$ cat config.mk
export PLATFORM = sky130hd
export DESIGN_NAME = motor_velocity_pid_with_safeguards_unit
export DESIGN_NICKNAME = d
export VERILOG_FILES = /design/src/rtl/core/mvp_pkg.sv /design/src/rtl/core/mvp_mul.sv /design/src/rtl/core/mvp_div.sv /design/src/rtl/core/motor_velocity_pid_with_safeguards_unit.sv
export SDC_FILE = /design/constraint.sdc
export NUM_CORES = 2
export LEC_CHECK = 0
export BUFFER_PORTS_ARGS = -buffer_cell sky130_fd_sc_hd__buf_2
export CAP_MARGIN = 15
export CORE_MARGIN = 5
export CORE_UTILIZATION = 59
export CTS_BUF_LIST = sky130_fd_sc_hd__clkbuf_16
export CTS_CLUSTER_DIAMETER = 100
export CTS_CLUSTER_SIZE = 20
export DETAILED_ROUTE_END_ITERATION = 8
export PLACE_DENSITY_LB_ADDON = 0.08
export RECOVER_POWER = 50
export SETUP_SLACK_MARGIN = 0.05
export SLEW_MARGIN = 20
export SYNTH_ARGS = -nofsm -noshare
export SYNTH_HDL_FRONTEND = slang
export SYNTH_SLANG_ARGS = --single-unit
$ cat constraint.sdc
create_clock -name clk -period 10.4 [get_ports clk]
set_clock_uncertainty 0.05 [all_clocks]
set_input_delay 0 -clock clk [delete_from_list [all_inputs] [get_ports clk]]
set_output_delay 0 -clock clk [all_outputs]
set_load 0.005 [all_outputs]
$ cat src/rtl/core/mvp_pkg.sv
// shared types, constants and helpers for the winch motor velocity controller
// no dependencies
package mvp_pkg;

  localparam int TICK_HZ_DEF        = 1000;
  localparam int HALT_TICKS_DEF     = 250;
  localparam int WATCHDOG_TICKS_DEF = 2;

  // serial multiplier: 48-bit magnitude times 32-bit magnitude
  localparam int MA_W  = 48;
  localparam int MB_W  = 32;
  localparam int P_W   = MA_W + MB_W;
  localparam int DIV_W = 32;

  localparam int TERM_W = 42;
  localparam int ACC_W  = 44;

  localparam logic [P_W-17:0] TERM_LIM = (P_W-16)'(64'd1 << 40);
  localparam logic signed [31:0] SMALL_VEL = 32'sd65;

  typedef enum logic [1:0] {
    REQ_TICK  = 2'd0,
    REQ_FORCE = 2'd1,
    REQ_CMD   = 2'd2,
    REQ_NONE  = 2'd3
  } mvp_req_t;

  typedef enum logic [2:0] {
    REG_FORCE_UP  = 3'd0,
    REG_FORCE_LO  = 3'd1,
    REG_ACCEL     = 3'd2,
    REG_GAIN_P    = 3'd3,
    REG_GAIN_I    = 3'd4,
    REG_GAIN_D    = 3'd5,
    REG_FILT_COEF = 3'd6,
    REG_PWM_PER   = 3'd7
  } mvp_reg_t;

  typedef enum logic [4:0] {
    ST_IDLE,
    ST_FILT_GO,
    ST_FILT_WAIT,
    ST_VEL_GO,
    ST_VEL_WAIT,
    ST_HALT,
    ST_RATE_WAIT,
    ST_RAMP,
    ST_ERR,
    ST_PROP,
    ST_PROP_WAIT,
    ST_DMUL,
    ST_DMUL_WAIT,
    ST_INTEG,
    ST_INTEG_WAIT,
    ST_DERIV,
    ST_DERIV_WAIT,
    ST_CLAMP,
    ST_COUNT,
    ST_COUNT_WAIT,
    ST_OUT
  } mvp_state_t;

  typedef struct packed {
    logic            start;
    logic [MA_W-1:0] a;
    logic [MB_W-1:0] b;
  } mvp_mul_req_t;

  // product scaled down by 2^16, saturated at 2^40, then signed
  function automatic logic signed [TERM_W-1:0] sat_term(input logic [P_W-1:0] p,
                                                        input logic neg);
    logic [P_W-17:0]   r;
    logic [TERM_W-1:0] m;
    r = p[P_W-1:16];
    if (r > TERM_LIM) m = TERM_W'(TERM_LIM);
    else m = r[TERM_W-1:0];
    return neg ? -$signed(m) : $signed(m);
  endfunction

endpackage

$ cat src/rtl/core/mvp_mul.sv
// bit-serial shift-add multiplier, one multiplier bit per cycle
// depends on mvp_pkg
module mvp_mul (
  input  logic                  clk,
  input  logic                  rst,
  input  mvp_pkg::mvp_mul_req_t req,
  output logic                  done,
  output logic [mvp_pkg::P_W-1:0] prod
);
  import mvp_pkg::*;

  logic [MA_W-1:0]           a_r;
  logic [$clog2(MB_W+1)-1:0] cnt;
  logic [MA_W:0]             upper;

  assign upper = {1'b0, prod[P_W-1:MB_W]} + (prod[0] ? {1'b0, a_r} : '0);

  always_ff @(posedge clk) begin
    if (rst) begin
      cnt  <= '0;
      done <= 1'b0;
    end else begin
      done <= 1'b0;
      if (req.start) begin
        cnt <= ($clog2(MB_W+1))'(MB_W);
      end else if (cnt != '0) begin
        cnt <= cnt - 1'b1;
        if (cnt == ($clog2(MB_W+1))'(1)) done <= 1'b1;
      end
    end
  end

  always_ff @(posedge clk) begin
    if (req.start) begin
      a_r  <= req.a;
      prod <= {{MA_W{1'b0}}, req.b};
    end else if (cnt != '0) begin
      prod <= {upper, prod[MB_W-1:1]};
    end
  end

endmodule

$ cat src/rtl/core/mvp_div.sv
// restoring divider, one quotient bit per cycle
// depends on mvp_pkg
module mvp_div #(
  parameter int DW = 10
) (
  input  logic                      clk,
  input  logic                      rst,
  input  logic                      start,
  input  logic [mvp_pkg::DIV_W-1:0] num,
  input  logic [DW-1:0]             den,
  output logic                      done,
  output logic [mvp_pkg::DIV_W-1:0] quot
);
  import mvp_pkg::*;

  logic [DW-1:0]              rem;
  logic [DW:0]                trial;
  logic                       ge;
  logic [DW:0]                sub;
  logic [$clog2(DIV_W+1)-1:0] cnt;

  assign trial = {rem, quot[DIV_W-1]};
  assign ge    = trial >= {1'b0, den};
  assign sub   = trial - {1'b0, den};

  always_ff @(posedge clk) begin
    if (rst) begin
      cnt  <= '0;
      done <= 1'b0;
    end else begin
      done <= 1'b0;
      if (start) begin
        cnt <= ($clog2(DIV_W+1))'(DIV_W);
      end else if (cnt != '0) begin
        cnt <= cnt - 1'b1;
        if (cnt == ($clog2(DIV_W+1))'(1)) done <= 1'b1;
      end
    end
  end

  always_ff @(posedge clk) begin
    if (start) begin
      rem  <= '0;
      quot <= num;
    end else if (cnt != '0) begin
      rem  <= ge ? sub[DW-1:0] : trial[DW-1:0];
      quot <= {quot[DIV_W-2:0], ge};
    end
  end

endmodule

$ cat src/rtl/core/motor_velocity_pid_with_safeguards_unit.sv
// Winch motor velocity controller. One item is worked on at a time. A force
// sample makes one pass through the shared bit-serial multiplier unless the
// filter is bypassed, and a tick makes six passes through it (one bit a cycle)
// and two through the bit-serial divider, with sequencing states between them.
// A halted tick ends before the divider and the later multiplier passes. The
// next item is taken once the current one has finished and, for a tick, its
// result sits in the output register.
// depends on mvp_pkg, mvp_mul, mvp_div
module motor_velocity_pid_with_safeguards_unit #(
  parameter int TICK_HZ        = mvp_pkg::TICK_HZ_DEF,
  parameter int HALT_TICKS     = mvp_pkg::HALT_TICKS_DEF,
  parameter int WATCHDOG_TICKS = mvp_pkg::WATCHDOG_TICKS_DEF
) (
  input  logic               clk,
  input  logic               rst,
  input  logic               cfg_we,
  input  logic [2:0]         cfg_index,
  input  logic [31:0]        cfg_data,
  input  logic               in_valid,
  output logic               in_ready,
  input  logic [1:0]         req_type,
  input  logic signed [31:0] encoder_position,
  input  logic signed [23:0] force_sample,
  input  logic signed [31:0] speed_setpoint,
  output logic               out_valid,
  input  logic               out_ready,
  output logic signed [16:0] pwm_count,
  output logic               driver_enable,
  output logic               halted,
  output logic signed [31:0] measured_velocity,
  output logic signed [31:0] filtered_force
);
  import mvp_pkg::*;

  localparam int TICK_W = $clog2(TICK_HZ + 1);
  localparam logic [TICK_W-1:0] TICK_C = TICK_W'(TICK_HZ);
  localparam logic [15:0] HALT_C = 16'(HALT_TICKS);
  localparam logic [7:0]  WD_C   = 8'(WATCHDOG_TICKS);

  mvp_state_t state, state_next;

  // configuration
  logic signed [31:0] force_upper, force_lower, gain_prop, gain_integ, gain_deriv;
  logic [30:0]        accel_limit;
  logic [15:0]        filter_coef, pwm_period;

  // loop state
  logic signed [31:0] last_position, force_filter_state, target_register;
  logic signed [31:0] ramp_speed, previous_error;
  logic signed [47:0] error_integral;
  logic signed [17:0] pwm_level;
  logic signed [16:0] last_pwm_count;
  logic [7:0]         watchdog_count;
  logic [15:0]        halt_count;
  logic               driver_on;

  // working registers
  logic signed [47:0]      opnd;
  logic signed [31:0]      vel_r, err_r, tgt_r;
  logic [30:0]             rate_r;
  logic                    wd_fire, res_halt;
  logic signed [ACC_W-1:0] pwm_acc;

  mvp_mul_req_t    mul_req;
  logic            mul_done;
  logic [P_W-1:0]  mul_prod;
  logic            div_start, div_done;
  logic [DIV_W-1:0] div_num, div_quot;

  mvp_mul u_mul (
    .clk  (clk),
    .rst  (rst),
    .req  (mul_req),
    .done (mul_done),
    .prod (mul_prod)
  );

  mvp_div #(.DW(TICK_W)) u_div (
    .clk   (clk),
    .rst   (rst),
    .start (div_start),
    .num   (div_num),
    .den   (TICK_C),
    .done  (div_done),
    .quot  (div_quot)
  );

  logic               accept;
  mvp_req_t           req;
  logic signed [32:0] pos_delta, filt_delta;
  logic signed [31:0] samp_scaled;
  logic [MA_W-1:0]    opnd_mag, ei_mag;
  logic [31:0]        err_mag, gp_mag, gi_mag, gd_mag;
  logic [16:0]        pwm_mag;
  logic [17:0]        pwm_neg;
  logic [MB_W-1:0]    tick_b;

  assign accept      = in_valid && in_ready;
  assign req         = mvp_req_t'(req_type);
  assign pos_delta   = {encoder_position[31], encoder_position}
                     - {last_position[31], last_position};
  assign samp_scaled = {force_sample, 8'h00};
  assign filt_delta  = {samp_scaled[31], samp_scaled}
                     - {force_filter_state[31], force_filter_state};
  assign opnd_mag    = opnd[47] ? MA_W'(-opnd) : MA_W'(opnd);
  assign ei_mag      = error_integral[47] ? MA_W'(-error_integral) : MA_W'(error_integral);
  assign err_mag     = err_r[31] ? 32'(-err_r) : 32'(err_r);
  assign gp_mag      = gain_prop[31] ? 32'(-gain_prop) : 32'(gain_prop);
  assign gi_mag      = gain_integ[31] ? 32'(-gain_integ) : 32'(gain_integ);
  assign gd_mag      = gain_deriv[31] ? 32'(-gain_deriv) : 32'(gain_deriv);
  assign pwm_neg     = 18'(-pwm_level);
  assign pwm_mag     = pwm_level[17] ? pwm_neg[16:0] : pwm_level[16:0];
  assign tick_b      = {{(MB_W-TICK_W){1'b0}}, TICK_C};

  // safeguards
  logic signed [31:0] tgt_wd, tgt_eff;
  logic               small_tgt, force_stop, halt_req, halt_arm, halt_fire;
  logic [15:0]        hc_inc;

  assign tgt_wd     = wd_fire ? 32'sd0 : target_register;
  assign small_tgt  = (target_register >= -SMALL_VEL) && (target_register <= SMALL_VEL);
  assign force_stop = ((force_filter_state > force_upper) && (tgt_wd > 32'sd0))
                   || ((force_filter_state < force_lower) && (tgt_wd < 32'sd0));
  assign halt_req   = small_tgt || wd_fire || force_stop;
  assign tgt_eff    = force_stop ? 32'sd0 : tgt_wd;
  assign hc_inc     = (halt_count == 16'hffff) ? halt_count : halt_count + 16'd1;
  assign halt_arm   = halt_req && (last_pwm_count != 17'sd0);
  assign halt_fire  = halt_arm && (hc_inc >= HALT_C);

  // datapath helpers
  logic [P_W-1:0]     p_hi;
  logic               vel_pos_sat, vel_neg_sat;
  logic [31:0]        vel_mag;
  logic signed [31:0] vel_val;
  logic signed [32:0] filt_q, filt_sum;
  logic signed [32:0] ramp_diff, rate_s, step, ramp_sum, err_full;
  logic signed [31:0] err_sat;
  logic signed [32:0] err_delta;
  logic signed [32:0] integ_q;
  logic signed [48:0] integ_sum;
  logic signed [47:0] integ_sat;
  logic signed [47:0] diff_val;
  logic signed [17:0] pwm_sat;
  logic [15:0]        cnt_mag;
  logic signed [16:0] cnt_val;

  assign p_hi        = mul_prod;
  assign vel_pos_sat = p_hi[P_W-1:15] != '0;
  assign vel_neg_sat = (p_hi[P_W-1:16] != '0) || (p_hi[15] && (p_hi[14:0] != '0));
  assign vel_mag     = {p_hi[15:0], 16'h0000};
  always_comb begin
    if (opnd[47]) vel_val = vel_neg_sat ? 32'sh8000_0000 : -$signed(vel_mag);
    else          vel_val = vel_pos_sat ? 32'sh7fff_ffff : $signed(vel_mag);
  end

  assign filt_q   = opnd[47] ? -$signed(mul_prod[48:16]) : $signed(mul_prod[48:16]);
  assign filt_sum = {force_filter_state[31], force_filter_state} + filt_q;

  assign ramp_diff = {tgt_r[31], tgt_r} - {ramp_speed[31], ramp_speed};
  assign rate_s    = {2'b00, rate_r};
  always_comb begin
    if (ramp_diff > rate_s)       step = rate_s;
    else if (ramp_diff < -rate_s) step = -rate_s;
    else                          step = ramp_diff;
  end
  assign ramp_sum = {ramp_speed[31], ramp_speed} + step;

  assign err_full = {ramp_speed[31], ramp_speed} - {vel_r[31], vel_r};
  always_comb begin
    if (err_full > 33'sh0_7fff_ffff)       err_sat = 32'sh7fff_ffff;
    else if (err_full < -33'sh0_8000_0000) err_sat = 32'sh8000_0000;
    else                                   err_sat = err_full[31:0];
  end

  // error change, sign carried into the 48-bit operand
  assign err_delta = {err_r[31], err_r} - {previous_error[31], previous_error};

  assign integ_q   = err_r[31] ? -$signed({1'b0, div_quot}) : $signed({1'b0, div_quot});
  assign integ_sum = {error_integral[47], error_integral} + 49'(integ_q);
  always_comb begin
    if (integ_sum > 49'sh0_7fff_ffff_ffff)       integ_sat = 48'sh7fff_ffff_ffff;
    else if (integ_sum < -49'sh0_8000_0000_0000) integ_sat = 48'sh8000_0000_0000;
    else                                         integ_sat = integ_sum[47:0];
  end

  assign diff_val = opnd[47] ? -$signed(mul_prod[47:0]) : $signed(mul_prod[47:0]);

  always_comb begin
    if (pwm_acc > ACC_W'(65536))       pwm_sat = 18'sd65536;
    else if (pwm_acc < -ACC_W'(65536)) pwm_sat = -18'sd65536;
    else                               pwm_sat = pwm_acc[17:0];
  end

  assign cnt_mag = mul_prod[31:16];
  assign cnt_val = pwm_level[17] ? -$signed({1'b0, cnt_mag}) : $signed({1'b0, cnt_mag});

  // configuration port
  always_ff @(posedge clk) begin
    if (rst) begin
      force_upper <= 32'sh7fff_ffff;
      force_lower <= 32'sh8000_0000;
      accel_limit <= '0;
      gain_prop   <= '0;
      gain_integ  <= '0;
      gain_deriv  <= '0;
      filter_coef <= '0;
      pwm_period  <= 16'd4800;
    end else if (cfg_we) begin
      unique case (mvp_reg_t'(cfg_index))
        REG_FORCE_UP:  force_upper <= cfg_data;
        REG_FORCE_LO:  force_lower <= cfg_data;
        REG_ACCEL:     accel_limit <= cfg_data[30:0];
        REG_GAIN_P:    gain_prop   <= cfg_data;
        REG_GAIN_I:    gain_integ  <= cfg_data;
        REG_GAIN_D:    gain_deriv  <= cfg_data;
        REG_FILT_COEF: filter_coef <= cfg_data[15:0];
        REG_PWM_PER:   pwm_period  <= cfg_data[15:0];
        default:       ;
      endcase
    end
  end

  always_ff @(posedge clk) begin
    if (rst) state <= ST_IDLE;
    else     state <= state_next;
  end

  always_comb begin
    state_next = state;
    unique case (state)
      ST_IDLE: begin
        if (accept) begin
          priority case (req)
            REQ_TICK:  state_next = ST_VEL_GO;
            REQ_FORCE: state_next = (filter_coef != '0) ? ST_FILT_GO : ST_IDLE;
            default:   state_next = ST_IDLE;
          endcase
        end
      end
      ST_FILT_GO:    state_next = ST_FILT_WAIT;
      ST_FILT_WAIT:  if (mul_done) state_next = ST_IDLE;
      ST_VEL_GO:     state_next = ST_VEL_WAIT;
      ST_VEL_WAIT:   if (mul_done) state_next = ST_HALT;
      ST_HALT:       state_next = halt_fire ? ST_OUT : ST_RATE_WAIT;
      ST_RATE_WAIT:  if (div_done) state_next = ST_RAMP;
      ST_RAMP:       state_next = ST_ERR;
      ST_ERR:        state_next = ST_PROP;
      ST_PROP:       state_next = ST_PROP_WAIT;
      ST_PROP_WAIT:  if (mul_done) state_next = ST_DMUL;
      ST_DMUL:       state_next = ST_DMUL_WAIT;
      ST_DMUL_WAIT:  if (mul_done) state_next = ST_INTEG;
      ST_INTEG:      state_next = ST_INTEG_WAIT;
      ST_INTEG_WAIT: if (mul_done) state_next = ST_DERIV;
      ST_DERIV:      state_next = ST_DERIV_WAIT;
      ST_DERIV_WAIT: if (mul_done) state_next = ST_CLAMP;
      ST_CLAMP:      state_next = ST_COUNT;
      ST_COUNT:      state_next = ST_COUNT_WAIT;
      ST_COUNT_WAIT: if (mul_done) state_next = ST_OUT;
      ST_OUT:        if (!out_valid || out_ready) state_next = ST_IDLE;
      default:       state_next = ST_IDLE;
    endcase
  end

  always_comb begin
    in_ready  = 1'b0;
    mul_req   = '0;
    div_start = 1'b0;
    div_num   = '0;
    unique case (state)
      ST_IDLE:    in_ready = 1'b1;
      ST_FILT_GO: mul_req = '{1'b1, opnd_mag, MB_W'(17'h1_0000 - {1'b0, filter_coef})};
      ST_VEL_GO:  mul_req = '{1'b1, opnd_mag, tick_b};
      ST_HALT: begin
        div_start = !halt_fire;
        div_num   = {1'b0, accel_limit};
      end
      ST_PROP: begin
        mul_req   = '{1'b1, {16'h0000, err_mag}, gp_mag};
        div_start = 1'b1;
        div_num   = err_mag;
      end
      ST_DMUL:  mul_req = '{1'b1, opnd_mag, tick_b};
      ST_INTEG: mul_req = '{1'b1, ei_mag, gi_mag};
      ST_DERIV: mul_req = '{1'b1, opnd_mag, gd_mag};
      ST_COUNT: mul_req = '{1'b1, {31'h0, pwm_mag}, {16'h0000, pwm_period}};
      default:  ;
    endcase
  end

  // loop state
  always_ff @(posedge clk) begin
    if (rst) begin
      last_position      <= '0;
      force_filter_state <= '0;
      target_register    <= '0;
      watchdog_count     <= '0;
      halt_count         <= '0;
      ramp_speed         <= '0;
      previous_error     <= '0;
      error_integral     <= '0;
      pwm_level          <= '0;
      last_pwm_count     <= '0;
      driver_on          <= 1'b0;
    end else begin
      unique case (state)
        ST_IDLE: begin
          if (accept) begin
            priority case (req)
              REQ_TICK: begin
                last_position <= encoder_position;
                if (watchdog_count != 8'hff) watchdog_count <= watchdog_count + 8'd1;
              end
              REQ_FORCE: if (filter_coef == '0) force_filter_state <= samp_scaled;
              REQ_CMD: begin
                target_register <= speed_setpoint;
                watchdog_count  <= '0;
              end
              default: ;
            endcase
          end
        end
        ST_FILT_WAIT: if (mul_done) force_filter_state <= filt_sum[31:0];
        ST_HALT: begin
          halt_count <= halt_arm ? hc_inc : 16'd0;
          if (halt_fire) begin
            driver_on      <= 1'b0;
            pwm_level      <= '0;
            ramp_speed     <= '0;
            error_integral <= '0;
          end
        end
        ST_RAMP:      ramp_speed     <= ramp_sum[31:0];
        ST_PROP:      previous_error <= err_r;
        ST_PROP_WAIT: if (mul_done) error_integral <= integ_sat;
        ST_CLAMP:     pwm_level <= pwm_sat;
        ST_COUNT_WAIT: begin
          if (mul_done) begin
            last_pwm_count <= cnt_val;
            driver_on      <= 1'b1;
          end
        end
        default: ;
      endcase
    end
  end

  // working registers
  always_ff @(posedge clk) begin
    unique case (state)
      ST_IDLE: begin
        if (accept) begin
          wd_fire <= watchdog_count > WD_C;
          if (req == REQ_TICK) opnd <= 48'(pos_delta);
          else                 opnd <= 48'(filt_delta);
        end
      end
      ST_VEL_WAIT: if (mul_done) vel_r <= vel_val;
      ST_HALT: begin
        tgt_r    <= tgt_eff;
        res_halt <= halt_fire;
      end
      ST_RATE_WAIT: if (div_done) rate_r <= div_quot[30:0];
      ST_ERR:       err_r <= err_sat;
      ST_PROP: begin
        opnd    <= 48'(err_delta);
        pwm_acc <= ACC_W'(pwm_level);
      end
      ST_PROP_WAIT:
        if (mul_done) pwm_acc <= pwm_acc + ACC_W'(sat_term(mul_prod, err_r[31] ^ gain_prop[31]));
      ST_DMUL_WAIT: if (mul_done) opnd <= diff_val;
      ST_INTEG_WAIT:
        if (mul_done)
          pwm_acc <= pwm_acc + ACC_W'(sat_term(mul_prod, error_integral[47] ^ gain_integ[31]));
      ST_DERIV_WAIT:
        if (mul_done) pwm_acc <= pwm_acc + ACC_W'(sat_term(mul_prod, opnd[47] ^ gain_deriv[31]));
      default: ;
    endcase
  end

  // output register, one beat per tick
  always_ff @(posedge clk) begin
    if (rst) begin
      out_valid <= 1'b0;
    end else if (state == ST_OUT && (!out_valid || out_ready)) begin
      out_valid <= 1'b1;
    end else if (out_ready) begin
      out_valid <= 1'b0;
    end
  end

  always_ff @(posedge clk) begin
    if (state == ST_OUT && (!out_valid || out_ready)) begin
      pwm_count         <= res_halt ? 17'sd0 : last_pwm_count;
      driver_enable     <= driver_on;
      halted            <= res_halt;
      measured_velocity <= vel_r;
      filtered_force    <= force_filter_state;
    end
  end

endmodule

# Word-level counts from Yosys, hierarchy flattened
# Cells that the tools add are included.
word_totals:
  regBits: 985
  inputBits: 130
  output_inout_bits: 85
  word_cells: 303
op_classes:
  add_sub_neg: 34
  order_cmp: 18
  eq_ne: 47
  muxes: 89
  bitwise_logic: 5
  reduce_logical: 65
op_table:
  columns: ["cell", "n"]
  rows:
  - ["$mux W32", 21]
  - ["$mux W48", 11]
  - ["$pmux W81 S6", 1]
  - ["$mux W42", 8]
  - ["$neg A32 Y32", 6]
  - ["$pmux W32 S2", 3]
  - ["$pmux W44 S4", 1]
  - ["$sub A32 B32 Y33", 5]
  - ["$neg A48 Y48", 3]
  - ["$pmux W48 S3", 1]
  - ["$add A44 B42 Y44", 3]
  - ["$mux W44", 3]
  - ["$neg A42 Y42", 3]
  - ["$pmux W5 S21", 1]
  - ["$pmux W48 S2", 1]
  - ["$reduce_bool A65 Y1", 1]
  - ["$add A32 B32 Y32", 2]
  - ["$gt A64 B41 Y1 const B", 1]
  - ["$reduce_bool A64 Y1", 1]
  - ["$mux W5", 11]
  - ["$mux W18", 3]
  - ["$add A48 B33 Y49", 1]
  - ["$add A48 B48 Y49", 1]
  - ["$gt A49 B48 Y1 const B", 1]
  - ["other kinds (74)", 165]

# Logic depth before layout (Yosys ltp)
depth:
  word_depth: 10
  ltp_mapped: 41

# Cells and area by module
# A second synthesis with hierarchy kept.
unflattened:
  hier_cells: 8396
  area_unflattened_um2: 69030.0
by_module_without_submodules:
  columns: ["module", "n_inst", "cells_each", "area_per_inst_um2"]
  rows:
  - ["motor_velocity_pid_with_safeguards_unit", 1, 7413, 58857.7]
  - ["mvp_mul", 1, 757, 7567.3]
  - ["mvp_div", 1, 226, 2605.0]

# Least setup slack after synthesis
# No wires, ideal clock.
synth_timing:
  path_type: "register to register"
  from: "register ramp_speed[1]"
  to: "register ramp_speed[31]"
  setup_time_ns: 0.070
  arrival_time_ns: 7.589
  required_ns: 10.280
  slack_ns: 2.691
  stages_incl_launch_ff: 37
  n_path_buf: 2
  synth_period_minus_slack_ns: 7.709
  path_cell_list: "dfxtp_1 > inv_1 > fa_1 > a21oi_1 > o211ai_1 > a41oi_1 > o21ai_0 > a311oi_1 > nor3b_1 > o21a_1 > o21ai_0 > nand2b_1 > a21oi_1 > xnor2_1 > ha_1 > nand4_1 > or2_2 > or3_1 > or2_2 > o32ai_1 > a31oi_1 > clkbuf_1 > buf_1 > o21ai_0 > a22oi_1 > ha_1 > and3_1 > a22o_1 > nor4_1 > a211oi_1 > a31oi_1 > o211a_1 > a21oi_1 > nor2_1 > xnor2_1 > mux2_1 > a21oi_1"
synth_via:
  elab_chain_cells: 6
  word_cells_on_any_way: 7
synth_rtl:
  columns: ["element", "line", "rtl"]
  rows:
  - ["from (decl)", "motor_velocity_pid_with_safeguards_unit.sv:49", "logic signed [31:0] ramp_speed, previous_error;"]
  - ["from (signal assigned)", "motor_velocity_pid_with_safeguards_unit.sv:332", "ST_RAMP: ramp_speed <= ramp_sum[31:0];"]
  - ["$sub A32 B32 Y33", "motor_velocity_pid_with_safeguards_unit.sv:159", "assign ramp_diff = {tgt_r[31], tgt_r} - {ramp_speed[31], ramp_speed};"]
  - ["$lt A33 B33 Y1", "motor_velocity_pid_with_safeguards_unit.sv:163", "else if (ramp_diff < -rate_s) step = -rate_s;"]
  - ["$mux W32", "motor_velocity_pid_with_safeguards_unit.sv:163", null]
  - ["$mux W32", "motor_velocity_pid_with_safeguards_unit.sv:162", "if (ramp_diff > rate_s) step = rate_s;"]
  - ["$add A32 B32 Y32 (*)", "motor_velocity_pid_with_safeguards_unit.sv:166", "assign ramp_sum = {ramp_speed[31], ramp_speed} + step;"]
  - ["$pmux W32 S2 (*)", "motor_velocity_pid_with_safeguards_unit.sv:305", "unique case (state)"]
# Every way passes the cells marked *; elsewhere a longest branch is shown, timed or not.
# A chain may end at the register's enable or synchronous reset.

# Final worst setup path
# Ends and elaborated chain as after synthesis.

==> impl_metrics.json <==
{
  "outcome": "finished, violations left",
  "violations": "max-capacitance violations, max-slew violations",
  "gp_congestion": 1.04,
  "worstHoldStart": "speed_setpoint[22]",
  "internal_power_uw": 7360,
  "post_cts_resized": 0,
  "net-switching-power_uw": 5070,
  "htree_levels": 2,
  "grt.overflow.total": 0,
  "grt_pass1_vias": 59700,
  "die_w_um": 350,
  "ys.flop_type": "dfxtp_1",
  "synthArstFlopShare": 0,
  "core-area_um2": 115000,
  "reg2reg_slack_ps": 820,
  "rr_endpoint": "ramp_speed[31]$_SDFFE_PP0P_",
  "final-setup-viol-count": 0,
  "cts.sinks": 955,
  "vias": 65200,
  "startpoint_type": "flip-flop",
  "power.density_nw_per_um2": 169,
  "synth_nets": 9021,
  "dp_hpwl_um": 188000,
  "reg2reg_depth": 38,
  "nNetsFinal": 9121,
  "antenna_found_initial": 12,
  "synth_cells": 8375,
  "seqPwrFrac": 0.415,
  "max_slew_margin": -1.92,
  "fin_hold_ws_ps": 42.8,
  "setup_tns_ps": 0,
  "synthDistinctLibCells": 104,
  "firstDrtPassIters": 6,
  "drive_gt1_frac": 0.0509,
  "holdPathEnd": "target_register[22]$_SDFFE_PP0P_",
  "cts_tree": "done",
  "drt.antenna.violating_nets": 0,
  "fillers": 10000,
  "cts_made_buffers": 56,
  "maxSlewViolCount": 878,
  "via_per_inst": 6.49,
  "synth_area_leaders": "edfxtp_1 (17%), dfxtp_1 (17%), ha_1 (9.3%)",
  "rsz0062_at_grt": "false",
  "placed_cells": 9769,
  "yosys_warnings": 0,
  "path_max_fanout": 21,
  "critPathMostFrequentCell": "a21oi_1",
  "crit_arrival_ps": 10150,
  "pwr-share-comb": 0.387,
  "r2r-start": "ramp_speed[1]$_SDFFE_PP0P_",
  "path_delay_family": "compound AO/OA/AOI/OAI gates",
  "clk_path_buf_depth": 3,
  "irDropWorstVdd_mv": 0.193,
  "hold_viol": 0,
  "synthToLayoutAreaGrowth_pct": 7.82,
  "synth-seq-cells": 955,
  "period_needed_ps": 9580,
  "drt-initial-drc-count": 8401,
  "die_h_um": 350,
  "min_path_type": "input pin to flip-flop",
  "synth_top_cell_area_share": 0.170,
  "wire_per_inst_um": 24.8,
  "finalCritPeriodShare": 0.921,
  "root_buffer": "clkbuf_16",
  "grt_start_max_net_pins": 93,
  "start_util": 0.595,
  "synth_top_area_cell": "edfxtp_1",
  "cp_num_buf_inv": 4,
  "required_ps": 10970,
  "worstSkewPairLatency_ps": 740,
  "whs_path_depth": 4,
  "post-cts-setup-buffers": 0,
  "io_buffers": 214,
  "cp-end-kind": "flip-flop",
  "synth_edf_count": 386,
  "place_area_um2": 70400,
  "grt_pass1_wl_um": 368000,
  "fmax_ghz": 0.104,
  "syn_area_um2": 68200,
  "rows": 124,
  "cp_slowest_cell": "a31oi_1",
  "grtUsageTotal": 0.390,
  "wl_um": 249000,
  "max_slew.worst_pin.slew_ps": 4380,
  "synth_seq_area_share": 0.337,
  "drv_cap": 18,
  "dieArea_um2": 123000,
  "syn-mean-instance-area_um2": 8.15,
  "power.leakage_uw": 0.0291,
  "io_pins": 215,
  "worstSetupPathType": "flip-flop to flip-flop",
  "clk_pin_slew_ps": 90,
  "slowest_delay_ps": 550,
  "drc": 0,
  "hold_buffers": 160,
  "p_total_uw": 12400,
  "final_cells": 10000,
  "design_area_um2": 73600,
  "clkPwrFrac": 0.198,
  "swShare": 0.408
}
==> routing by layer <==
metal	GRT usage	part of all wire	vias to the layer above
li1	-	-	30200
met1	0.520	0.40	30900
met5	0	0.000068	-
met2	0.600	0.43	3442
met3	0.0794	0.11	665
met4	0.206	0.065	4
==> flip-flops by register name (all words and copies together) (netlist names), 44 cells and up <==
| name | count |
|---|---|
| error_integral | 48 |
| opnd | 48 |
| u_mul.prod | 80 |
| u_mul.a_r | 48 |
| pwm_acc | 44 |
==> through the flow <==
stage / setup WS, ps / util
6_report: 823 / 0.642
5_1_grt: 111 / 0.642
4_1_cts: 1100 / 0.643
3_5_place_dp: 1100 / 0.614
3_3_place_gp: 1220 / 0.614
2_1_floorplan: 2690 / -
==> cells by family (layout without fill, tap and decap cells) <==
group	count (synthesis)	after routing	synth area share
AO/OA/AOI/OAI	2515	2515	0.231
multiplexers	31	31	0.00462
XOR/XNOR	719	719	0.0923
other	0	7	0
adder cells (fa/ha/maj)	524	524	0.0968
buffers and inverters	822	968	0.0467
flip-flops	955	955	0.337
AND/OR/NAND/NOR	2809	2809	0.191
==> power by group through the flow <==
stage	clock (uW)	sequential, uW	combinational (uW)
after floorplan	0	4820	3480
after global placement	0	5180	4550
after detailed placement	0	5190	4630
after CTS	2480	5110	4700
after global routing	2620	5190	5230
final	2470	5160	4810
==> layout by cell type (no fill, tap or decap), types with 27 or more instances in the layout <==
cell type / instances
a211o_1: 55
a211oi_1: 98
a21o_1: 219
a21oi_1: 856
a221o_1: 42
a221oi_1: 33
a22oi_1: 77
a31oi_1: 47
and2_1: 102
and3_1: 38
buf_2: 164
buf_4: 82
clkbuf_1: 63
clkbuf_16: 60
dfxtp_1: 569
dlygate4sd3_1: 160
edfxtp_1: 386
ha_1: 507
inv_1: 420
mux2i_1: 27
nand2_1: 1190
nand2b_1: 92
nand3_1: 130
nand4_1: 83
nor2_1: 589
nor2b_1: 85
nor3_1: 148
nor4_1: 71
o211ai_1: 42
o21a_1: 57
o21ai_0: 527
o21bai_1: 58
o22ai_1: 71
o31ai_1: 102
o41ai_1: 40
or2_2: 40
or3_1: 82
or4_1: 48
xnor2_1: 408
xor2_1: 311
==> worst reg2reg max path, delay by kind of cell, from the launching register on <==
kind	cells	cell delay (ps)
adder cells (fa/ha/maj)	3	1120
flip-flops	1	490
AND/OR/NAND/NOR	10	1850
buffers and inverters	4	1030
XOR/XNOR	2	290
multiplexers	1	330
AO/OA/AOI/OAI	18	4310
==> area by class of cell <==
class	instances	area, um2	share of cell area
multi-input cells	6598	42200	0.573
flip-flops and latches	955	23000	0.312
repair buffers	473	3290	0.0447
well taps	1512	1890	0.0257
clock buffers	60	1500	0.0204
inverters	391	1470	0.0200
clock inverters	44	229	0.00311
diodes	7	17.5	0.000238
==> cells in the mapped netlist, types with 18 or more instances <==
library cell  count
nor2b_1          86
o21ai_0         528
a31oi_1          49
nand3b_1         25
a21o_1          219
a211o_1          55
o31ai_1         102
nor3_1          153
a221o_1          42
or4_1            48
or2_2            40
nand3_1         130
o21bai_1         58
or3_1            83
ha_1            507
buf_1            22
a2111oi_0        18
nand2b_1         92
a21boi_0         19
mux2i_1          27
o221ai_1         18
a311oi_1         22
clkbuf_1        365
a211oi_1         98
and3_1           38
inv_1           390
a221oi_1         33
nor2_1          599
o22ai_1          71
nand4_1          83
xor2_1          311
o21a_1           57
and2_1          102
xnor2_1         408
nor4_1           71
edfxtp_1        386
a21oi_1         857
dfxtp_1         569
a22oi_1          77
o211ai_1         42
o41ai_1          40
nand2_1        1192
==> worst max path at each step <==
stage                     slack [ps]                  startpoint  cells after the start                          end
final                            820  ramp_speed[1]$_SDFFE_PP0P_                     38  ramp_speed[31]$_SDFFE_PP0P_
after global routing             110  ramp_speed[1]$_SDFFE_PP0P_                     37  ramp_speed[30]$_SDFFE_PP0P_
after CTS                       1100  ramp_speed[1]$_SDFFE_PP0P_                     37  ramp_speed[30]$_SDFFE_PP0P_
after detailed placement        1100  ramp_speed[1]$_SDFFE_PP0P_                     37  ramp_speed[30]$_SDFFE_PP0P_
after global placement          1220  ramp_speed[1]$_SDFFE_PP0P_                     38  ramp_speed[31]$_SDFFE_PP0P_
after floorplan                 2690  ramp_speed[1]$_SDFFE_PP0P_                     36  ramp_speed[31]$_SDFFE_PP0P_
Power figures use the tool's default switching activity.
